--- config.mk ---
export PLATFORM = sky130hd
export DESIGN_NAME = varint_container_deframer
export DESIGN_NICKNAME = d
export VERILOG_FILES = /design/src/hw/rtl/vcd_pkg.sv /design/src/hw/rtl/vcd_step.sv /design/src/hw/rtl/varint_container_deframer.sv
export SDC_FILE = /design/constraint.sdc
export NUM_CORES = 1
export LEC_CHECK = 0
export BUFFER_PORTS_ARGS = -buffer_cell sky130_fd_sc_hd__buf_4
export CAP_MARGIN = 20
export CORE_MARGIN = 1
export CORE_UTILIZATION = 61
export CTS_BUF_LIST = sky130_fd_sc_hd__clkbuf_16
export DETAILED_ROUTE_END_ITERATION = 8
export PLACE_DENSITY = 0.84
export SKIP_LAST_GASP = 1
export SLEW_MARGIN = 40
export SYNTH_ARGS = -nofsm -noshare
export SYNTH_HDL_FRONTEND = slang
export SYNTH_SLANG_ARGS = --single-unit
--- constraint.sdc ---
create_clock -name clk -period 5.5 [get_ports clk]
set_clock_uncertainty 0.2 [all_clocks]
set_input_delay 0.55 -clock clk [delete_from_list [all_inputs] [get_ports clk]]
set_output_delay 0.55 -clock clk [all_outputs]
set_load 0.02 [all_outputs]
--- src/hw/rtl/vcd_pkg.sv ---
`default_nettype none

package vcd_pkg;

	// Parse phases
	localparam logic [3:0] PH_MAJOR  = 4'd0;
	localparam logic [3:0] PH_MINOR  = 4'd1;
	localparam logic [3:0] PH_ACNT   = 4'd2;
	localparam logic [3:0] PH_A_BASE = 4'd3;
	localparam logic [3:0] PH_A_LAST = 4'd6;
	localparam logic [3:0] PH_SCNT   = 4'd7;
	localparam logic [3:0] PH_S_BASE = 4'd8;
	localparam logic [3:0] PH_S_LAST = 4'd11;
	localparam logic [3:0] PH_DONE   = 4'd12;
	localparam logic [3:0] PH_HALT   = 4'd13;

	// Offsets of the parts of one record
	localparam logic [1:0] OFF_NLEN = 2'd0;
	localparam logic [1:0] OFF_NAME = 2'd1;
	localparam logic [1:0] OFF_PLEN = 2'd2;
	localparam logic [1:0] OFF_PAY  = 2'd3;

	localparam logic [1:0] SEC_HEADER = 2'd0;
	localparam logic [1:0] SEC_ASSET  = 2'd1;
	localparam logic [1:0] SEC_SCRIPT = 2'd2;
	localparam logic [1:0] SEC_BEYOND = 2'd3;

	localparam logic [2:0] KIND_MAJOR    = 3'd0;
	localparam logic [2:0] KIND_MINOR    = 3'd1;
	localparam logic [2:0] KIND_COUNT    = 3'd2;
	localparam logic [2:0] KIND_NAME_LEN = 3'd3;
	localparam logic [2:0] KIND_IGNORED  = 3'd7;

	localparam logic [2:0] ST_BUSY        = 3'd0;
	localparam logic [2:0] ST_OK          = 3'd1;
	localparam logic [2:0] ST_BAD_VERSION = 3'd2;
	localparam logic [2:0] ST_TRAILING    = 3'd3;
	localparam logic [2:0] ST_TRUNCATED   = 3'd4;
	localparam logic [2:0] ST_VARINT_LONG = 3'd5;

	localparam logic [2:0] VARINT_MAX_BYTES = 3'd5;

	typedef struct packed {
		logic [3:0]  phase;
		logic [7:0]  major;
		logic [31:0] accum;
		logic [2:0]  vcount;
		logic [31:0] recs_left;
		logic [31:0] bytes_left;
		logic [31:0] rec_idx;
		logic [2:0]  sticky;
	} vcd_state_t;

	localparam vcd_state_t STATE_RESET = '{
		phase: PH_MAJOR, major: 8'd0, accum: 32'd0, vcount: 3'd0,
		recs_left: 32'd0, bytes_left: 32'd0, rec_idx: 32'd0, sticky: ST_BUSY
	};

	typedef struct packed {
		logic [1:0]  section;
		logic [2:0]  kind;
		logic [7:0]  byte_val;
		logic        value_valid;
		logic [31:0] value;
		logic [31:0] recno;
		logic [2:0]  status;
	} vcd_result_t;

endpackage

`default_nettype wire

--- src/hw/rtl/vcd_step.sv ---
`default_nettype none

module vcd_step (
	input  vcd_pkg::vcd_state_t  cur,
	input  wire logic [7:0]      data_byte,
	input  wire logic            last_byte,
	input  wire logic [11:0]     max_ver,
	output vcd_pkg::vcd_state_t  nxt,
	output vcd_pkg::vcd_result_t res
);
	import vcd_pkg::*;

	logic [11:0] version;
	logic        in_a;
	logic [3:0]  base;
	logic [3:0]  diff;
	logic [1:0]  off;
	logic        is_cnt;
	logic [3:0]  after_sec;
	logic [31:0] rl_dec;
	logic [31:0] shifted;
	logic [31:0] new_acc;
	logic [2:0]  cnt_inc;

	assign version = {1'b0, cur.major, 3'b000} + {3'b000, cur.major, 1'b0}
		+ {4'b0000, data_byte};
	assign in_a      = (cur.phase <= PH_A_LAST);
	assign base      = in_a ? PH_A_BASE : PH_S_BASE;
	assign diff      = cur.phase - base;
	assign is_cnt    = (cur.phase == PH_ACNT) || (cur.phase == PH_SCNT);
	assign off       = is_cnt ? OFF_NLEN : diff[1:0];
	assign after_sec = in_a ? PH_SCNT : PH_DONE;
	assign rl_dec    = cur.recs_left - 32'd1;
	assign cnt_inc   = cur.vcount + 3'd1;
	assign new_acc   = cur.accum | shifted;

	// place the seven payload bits; bits beyond the word are dropped
	always_comb begin
		unique case (cur.vcount)
			3'd0: shifted = {25'd0, data_byte[6:0]};
			3'd1: shifted = {18'd0, data_byte[6:0], 7'd0};
			3'd2: shifted = {11'd0, data_byte[6:0], 14'd0};
			3'd3: shifted = {4'd0, data_byte[6:0], 21'd0};
			3'd4: shifted = {data_byte[3:0], 28'd0};
			default: shifted = 32'd0;
		endcase
	end

	always_comb begin
		nxt = cur;
		res.section     = SEC_BEYOND;
		res.kind        = KIND_IGNORED;
		res.byte_val    = data_byte;
		res.value_valid = 1'b0;
		res.value       = 32'd0;
		res.recno       = 32'd0;
		res.status      = ST_BUSY;

		priority if (cur.phase == PH_MAJOR) begin
			res.section     = SEC_HEADER;
			res.kind        = KIND_MAJOR;
			res.value_valid = 1'b1;
			res.value       = {24'd0, data_byte};
			nxt.major       = data_byte;
			nxt.phase       = PH_MINOR;
		end else if (cur.phase == PH_MINOR) begin
			res.section     = SEC_HEADER;
			res.kind        = KIND_MINOR;
			res.value_valid = 1'b1;
			res.value       = {24'd0, data_byte};
			if (version > max_ver) begin
				nxt.sticky = ST_BAD_VERSION;
				nxt.phase  = PH_HALT;
			end else begin
				nxt.phase  = PH_ACNT;
				nxt.accum  = 32'd0;
				nxt.vcount = 3'd0;
			end
		end else if (cur.phase >= PH_ACNT && cur.phase <= PH_S_LAST) begin
			res.section = in_a ? SEC_ASSET : SEC_SCRIPT;
			res.kind    = is_cnt ? KIND_COUNT : KIND_NAME_LEN + {1'b0, off};
			res.recno   = is_cnt ? 32'd0 : cur.rec_idx;
			if (!is_cnt && (off == OFF_NAME || off == OFF_PAY)) begin
				// raw bytes: count down the length
				if (cur.bytes_left <= 32'd1) begin
					nxt.bytes_left = 32'd0;
					if (off == OFF_NAME) begin
						nxt.phase = base + {2'b00, OFF_PLEN};
					end else begin
						nxt.recs_left = rl_dec;
						if (rl_dec == 32'd0) begin
							nxt.rec_idx = 32'd0;
							nxt.phase   = after_sec;
						end else begin
							nxt.rec_idx = cur.rec_idx + 32'd1;
							nxt.phase   = base + {2'b00, OFF_NLEN};
						end
					end
				end else begin
					nxt.bytes_left = cur.bytes_left - 32'd1;
				end
			end else if (data_byte[7]) begin
				nxt.accum  = new_acc;
				nxt.vcount = cnt_inc;
				if (cnt_inc >= VARINT_MAX_BYTES) begin
					nxt.sticky = ST_VARINT_LONG;
					nxt.phase  = PH_HALT;
				end
			end else begin
				res.value_valid = 1'b1;
				res.value       = new_acc;
				nxt.accum       = 32'd0;
				nxt.vcount      = 3'd0;
				if (is_cnt) begin
					nxt.recs_left = new_acc;
					nxt.rec_idx   = 32'd0;
					if (new_acc == 32'd0) begin
						nxt.phase = after_sec;
					end else begin
						nxt.phase = base + {2'b00, OFF_NLEN};
					end
				end else if (off == OFF_NLEN) begin
					nxt.bytes_left = new_acc;
					nxt.phase = (new_acc == 32'd0) ? base + {2'b00, OFF_PLEN}
						: base + {2'b00, OFF_NAME};
				end else begin
					nxt.bytes_left = new_acc;
					if (new_acc != 32'd0) begin
						nxt.phase = base + {2'b00, OFF_PAY};
					end else begin
						nxt.recs_left = rl_dec;
						if (rl_dec == 32'd0) begin
							nxt.rec_idx = 32'd0;
							nxt.phase   = after_sec;
						end else begin
							nxt.rec_idx = cur.rec_idx + 32'd1;
							nxt.phase   = base + {2'b00, OFF_NLEN};
						end
					end
				end
			end
		end else if (cur.phase == PH_DONE) begin
			if (cur.sticky == ST_BUSY) begin
				nxt.sticky = ST_TRAILING;
			end
		end else begin
			// halted or spare phase: drop the byte
			nxt = cur;
		end

		if (last_byte) begin
			if (nxt.sticky != ST_BUSY) begin
				res.status = nxt.sticky;
			end else begin
				res.status = (nxt.phase == PH_DONE) ? ST_OK : ST_TRUNCATED;
			end
			nxt = STATE_RESET;
		end else begin
			res.status = nxt.sticky;
		end
	end

endmodule

`default_nettype wire

--- src/hw/rtl/varint_container_deframer.sv ---
`default_nettype none

// Channel   Direction  Handshake             Word
// in        sink       in_valid / in_ready   data_byte, last_byte
// out       source     out_valid / out_ready section .. status
// cfg       sink       cfg_wr_en             cfg_wr_data (max_supported_version)
//
// One word a cycle while the output is not stalled: a single pass of logic parses
// each byte from the parser state into the output register, so out_valid rises in
// the cycle after accept. in_ready is high while the output register is empty or
// being taken, so a stalled output word holds the input in that same cycle.
// arst_n clears the parser state and out_valid and sets the version limit to
// 255; the word marked last restarts the parser.

module varint_container_deframer (
	input  wire logic        clk,
	input  wire logic        arst_n,
	input  wire logic        in_valid,
	output logic             in_ready,
	input  wire logic [7:0]  data_byte,
	input  wire logic        last_byte,
	output logic             out_valid,
	input  wire logic        out_ready,
	output logic [1:0]       section,
	output logic [2:0]       field_kind,
	output logic [7:0]       byte_out,
	output logic             value_valid,
	output logic [31:0]      field_value,
	output logic [31:0]      record_number,
	output logic [2:0]       status,
	input  wire logic        cfg_wr_en,
	input  wire logic [11:0] cfg_wr_data
);
	import vcd_pkg::*;

	vcd_state_t  state_q;
	vcd_state_t  state_nxt;
	vcd_result_t res;
	vcd_result_t res_q;
	logic        out_valid_q;
	logic [11:0] max_ver_q;
	logic        accept;

	// take a new word whenever the output slot frees up this cycle
	assign in_ready = !out_valid_q || out_ready;
	assign accept   = in_valid && in_ready;

	vcd_step u_step (
		.cur       (state_q),
		.data_byte (data_byte),
		.last_byte (last_byte),
		.max_ver   (max_ver_q),
		.nxt       (state_nxt),
		.res       (res)
	);

	always_ff @(posedge clk or negedge arst_n) begin
		if (!arst_n) begin
			max_ver_q <= 12'd255;
		end else if (cfg_wr_en) begin
			max_ver_q <= cfg_wr_data;
		end
	end

	// advance the parser only on an accepted word
	always_ff @(posedge clk or negedge arst_n) begin
		if (!arst_n) begin
			state_q <= STATE_RESET;
		end else if (accept) begin
			state_q <= state_nxt;
		end
	end

	always_ff @(posedge clk or negedge arst_n) begin
		if (!arst_n) begin
			out_valid_q <= 1'b0;
		end else if (in_ready) begin
			out_valid_q <= in_valid;
		end
	end

	// hold the result while the sink stalls
	always_ff @(posedge clk) begin
		if (accept) begin
			res_q <= res;
		end
	end

	assign out_valid     = out_valid_q;
	assign section       = res_q.section;
	assign field_kind    = res_q.kind;
	assign byte_out      = res_q.byte_val;
	assign value_valid   = res_q.value_valid;
	assign field_value   = res_q.value;
	assign record_number = res_q.recno;
	assign status        = res_q.status;

endmodule

`default_nettype wire

Yosys cells after proc, flatten, opt, wreduce, memory -nomap -nowiden
Cells that the tools add are included.
{ "totals": {"register_bits": 240, "out_inout_bits": 83} }
{ "classes": {"add_sub_neg": 11, "n_lt_le_gt_ge": 6, "n_eq_ne": 21, "n_mux": 62, "n_bitwise": 2, "reduce_logical": 26} }
{ "ops": {"columns": ["op", "n"], "rows": [
  ["two-way mux 32 bit", 14],
  ["two-way mux 96 bit", 3],
  ["two-way mux 134 bit", 2],
  ["case mux 32 bit (5 select lines)", 1],
  ["two-way mux 146 bit", 1],
  ["two-way mux 35 bit", 4],
  ["two-way mux 33 bit", 2],
  ["two-way mux 65 bit", 1],
  ["logical NOT 32 bit", 2],
  ["two-way mux 4 bit", 16],
  ["subtractor 32 x 1 -> 32 bit (second input constant)", 2],
  ["two-way mux 3 bit", 11],
  ["adder 32 x 1 -> 32 bit (second input constant)", 1],
  ["less-or-equal comparator 32 x 1 -> 1 bit (second input constant)", 1],
  ["bitwise OR 32 bit", 1],
  ["nonzero test 32 bit", 1],
  ["two-way mux 8 bit", 2],
  ["adder 11 x 9 -> 12 bit", 1],
  ["adder 12 x 8 -> 12 bit", 1],
  ["greater-than comparator 12 bit", 1],
  ["two-way mux 12 bit", 1],
  ["!= test 3 bit (second input constant)", 4],
  ["AND reduction 9 bit", 1],
  ["adder 4 x 2 -> 4 bit (second input constant)", 2],
  ["other kinds (39)", 52]
]} }

Logic depth before layout (Yosys ltp)
{ "logic_depth": {"ltp_word": 16, "mapped_depth": 24} }

Hierarchy
A second synthesis with hierarchy kept.
{ "unflattened": {"hier_cells": 1966, "hier_area_um2": 17991.0} }
{ "modules_own_cells": {"columns": ["mod", "n_inst", "cells_each", "area_per_inst_um2"], "rows": [
  ["vcd_step", 1, 1548, 9002.4],
  ["varint_container_deframer", 1, 418, 8988.6]
]} }

Worst setup path before layout
Ideal clock, no wire load.
{ "synth_path": {"path_type": "input to register", "startpoint": "input data_byte[3]", "endpoint": "register state_q[131] (netlist bit)", "setup_time_ns": 0.136, "arrival_time_ns": 4.607, "required_ns": 5.164, "setup_slack_ns": 0.557, "stages": 23, "path_buffers": 3, "path_cell_list": "clkbuf_1 > inv_1 > fa_1 > inv_1 > fa_1 > a21oi_1 > nor2_1 > nor2_1 > o21bai_1 > a21oi_1 > o21bai_1 > a21oi_1 > xnor2_1 > ha_1 > nand4_1 > nor2_1 > o21ai_0 > a31oi_1 > nor2_1 > o31ai_1 > clkbuf_1 > clkbuf_1 > o31ai_1"} }
{ "synth_between": {"elab_chain_cells": 4} }
{ "synth_lines": {"columns": ["element", "line", "source"], "rows": [
  ["from (decl)", "varint_container_deframer.sv:20", "input wire logic [7:0] data_byte,"],
  ["adder 12 x 8 -> 12 bit", "vcd_step.sv:26", "+ {4'b0000, data_byte};"],
  ["greater-than comparator 12 bit", "vcd_step.sv:71", "if (version > max_ver) begin"],
  ["!= test 3 bit (no source line)", null, null],
  ["AND reduction 5 bit (no source line)", null, null],
  ["to (signal assigned)", "varint_container_deframer.sv:70", "state_q <= state_nxt;"],
  ["to (decl)", "varint_container_deframer.sv:36", "vcd_state_t state_q;"]
]} }
No other way between the ends.
A chain may end at the register's enable or synchronous reset.

==> results.sh <==
export IMPL_status="finished clean"
export IMPL_drv_cap=0
export IMPL_timing_rr_start="state_q[136]"
export IMPL_clk_latency_ns=0.54
export IMPL_setup_viol_count_final=0
export IMPL_syn_nets=1525
export IMPL_relSlewSlack_pct=38.56
export IMPL_drive_above_1_share_pct=13.23
export IMPL_core_rowCount=53
export IMPL_hold_start="cfg_wr_data[8]"
export IMPL_grt_overflow_total=0
export IMPL_htreeDepth=1
export IMPL_dp_hpwl_microns=25200
export IMPL_arrival_ns=5.20
export IMPL_synth_area_leaders="dfrtp_1 (28%), edfxtp_1 (18%), o21ai_0 (5.4%)"
export IMPL_slew_violations=0
export IMPL_grt_use_met3_pct=4.909
export IMPL_synth_area_leader_cell="dfrtp_1"
export IMPL_numCtsBuffers=25
export IMPL_io_pin_count=109
export IMPL_leakagePower_nw=6.397
export IMPL_synth_edf_count=81
export IMPL_cp_start_kind="register"
export IMPL_ys_async_sr_fraction_pct=66.25
export IMPL_final_cell_mix="dfrtp_1 (151), nor2_1 (150), o21ai_0 (145), buf_4 (127), nand2_1 (124)"
export IMPL_grt_pass1_vias=11480
export IMPL_cp_end_kind="register"
export IMPL_regToRegEndpoint="status[0]"
export IMPL_rr_worst_depth=21
export IMPL_critPathKind="register to register"
export IMPL_place_gp_congestion=0.9437
export IMPL_cp_max_fo=6
export IMPL_cts_root_buf="clkbuf_16"
export IMPL_wirelength_microns=37460
export IMPL_setup_tns_ns=0
export IMPL_min_period_ns=5.107
export IMPL_ys_warn_count=0
export IMPL_whs_path_depth=3
export IMPL_diodes=0
export IMPL_initial_core_util_pct=62.89
export IMPL_synth_seq_cells=240
export IMPL_ys_types=74
export IMPL_synth_seq_area_share_pct=47.97
export IMPL_synth_area_sq_um=13390
export IMPL_antenna_found_initial=0
export IMPL_grt_pass1_wl_microns=60490
export IMPL_clock_sinks=240
export IMPL_r2r_setup_slack_ns=0.39
export IMPL_synth_main_ff_cell="dfrtp_1"
export IMPL_clockBufferDepth=3
export IMPL_drtIter0Drc=1229
export IMPL_fmax_ghz=0.1958
export IMPL_drc=0
export IMPL_worstPathRequired_ns=5.60
export IMPL_hold_path_class="primary input to register"
export IMPL_hold_path_end="max_ver_q[8]"
export IMPL_worstMarginPinSlew_ns=0.9216
export IMPL_postCtsSetupRepairBufs=0
export IMPL_core_region_area_sq_um=21290
export IMPL_syn_avg_cell_area_sq_um=9.207
export IMPL_first_pass_iters=5
export IMPL_grt_max_degree=91
export IMPL_ant_nets=0
export IMPL_area_delta_synth_final_pct=14.38
export IMPL_die_area_sq_um=22540
export IMPL_use_met2_pct=53.13
export IMPL_wl_per_cell_microns=20.62
export IMPL_cts_tree="done"
export IMPL_final_nets=1594
export IMPL_track_usage_pct=34.16
export IMPL_total_power_mw=9.703
export IMPL_rsz0062_at_grt="no"
export IMPL_path_clk_slew_ns=0.06
export IMPL_numPortBuffers=108
export IMPL_synth_top_area_share_pct=28.23
export IMPL_grtUsageMet1_pct=47.38
export IMPL_chipWidth_microns=150.1
export IMPL_p_per_area_nw_per_um2=633.7
export IMPL_die_h_microns=150.1
export IMPL_via_per_inst=6.654
export IMPL_top_usage_layer="met2"
export IMPL_netlist_instances=1454
export IMPL_vias=12090
export IMPL_period_share_pct=92.85
export IMPL_final_common_cell="dfrtp_1"
export IMPL_ir_drop_v=0.0005333
export IMPL_hold_violations=0
==> state kept, by name, summed over array words and instances (netlist names), 2 cells and up <==
name           count
status             3
state_q          146
record_number     32
field_kind         3
section            2
byte_out           8
max_ver_q         12
field_value       32
==> where the power goes <==
part	switching [mW]	internal [mW]	total [mW]	leakage, nW
registers	0.393	2.20	2.59	2.95
logic	3.35	1.93	5.29	3.02
clock network	0.718	1.11	1.82	0.426
==> metrics by stage <==
stage / cells / hold slack [ns] / cell area, sq um / util (%) / setup WS, ns
2_1_floorplan: 1454 / 0.05441 / 13390 / - / 0.5572
3_3_place_gp: 1769 / 0.2802 / 14380 / 67.57 / 0.3853
3_5_place_dp: 1769 / 0.2819 / 14400 / 67.66 / 0.1559
4_1_cts: 1816 / 0.02008 / 15290 / 71.82 / 0.3653
5_1_grt: 1817 / 0.03145 / 15310 / 71.93 / 0.05826
6_report: 1817 / 0.03286 / 15310 / 71.93 / 0.3932
==> cell usage after synthesis, drive strengths merged, types with 4 or more instances <==
cell type,n
a2111oi,5
a211oi,4
a21o,5
a21oi,90
a22o,28
a22oi,10
a31oi,36
and2,28
and3,12
and4,5
buf,13
clkbuf,76
dfrtp,151
dfstp,8
edfxtp,81
fa,6
ha,39
inv,60
mux2i,4
nand2,125
nand2b,14
nand3,32
nand4,19
nand4b,4
nor2,153
nor2b,7
nor3,60
nor3b,5
nor4,28
o21ai,150
o21bai,8
o22ai,24
o31ai,39
o32ai,7
or2,4
or3,28
or4,16
xnor2,23
xor2,8
==> cell type report <==
| class | instances | area, sq um |
|---|---|---|
| inverters | 61 | 230.2 |
| multi-input cells | 1064 | 6437 |
| flip-flops and latches | 240 | 6421 |
| repair buffers | 131 | 1003 |
| well taps | 275 | 344.1 |
| clock inverters | 21 | 250.2 |
| clock buffers | 25 | 625.6 |
| fillers | 1546 | 5974 |
==> layer usage <==
layer  up-vias  routed length, microns
li1       5477                       -
met1      5845                   15190
met2       664                   17250
met3       104                    3392
met4         0                    1630
met5         -                       0
==> timing repair <==
item / in CTS / in global routing
resized for setup: 0 / 1
hold endpoints to repair: 80 / 0
endpoints found under the setup margin: 0 / 21
hold buffers: 1 / 0
==> critical path, cell delays in order, from the launching register on <==
cell and delay (ns):
dfrtp_1 0.41, inv_1 0.09, fa_1 0.49, inv_1 0.08, fa_1 0.47, a21oi_1 0.16, nor2_1 0.05, nor2_1 0.15
o21bai_1 0.08, a21oi_1 0.24, o21bai_1 0.11, a21oi_1 0.20, xnor2_1 0.09, ha_1 0.30, nand4_1 0.16, nor2_1 0.13
o21ai_0 0.09, a31oi_1 0.31, nand3_1 0.28, o311ai_0 0.17, o21ai_0 0.20, o41ai_1 0.42
==> how the worst max path moves through the flow <==
stage                       startpoint  cells past startpoint            to  slack, ns
final                     state_q[136]                     21     status[0]       0.39
after global routing      state_q[136]                     21     status[0]       0.06
after CTS                 state_q[136]                     21  state_q[130]       0.37
after detailed placement  data_byte[3]                     22  state_q[130]       0.16
after global placement    data_byte[3]                     22  state_q[131]       0.39
after floorplan           data_byte[3]                     23  state_q[131]       0.56
==> cell families (layout without fill, tap and decap cells) <==
group / after synthesis / count (layout) / share of synthesized area, %
AND/OR/NAND/NOR: 545 / 545 / 20.53
AO/OA/AOI/OAI: 437 / 437 / 20.16
flip-flops: 240 / 240 / 47.97
buffers and inverters: 150 / 238 / 4.309
adder cells (fa/ha/maj): 45 / 45 / 4.543
XOR/XNOR: 31 / 31 / 2.028
multiplexers: 6 / 6 / 0.4673
Note: power is estimated with default switching activity, not from simulation.
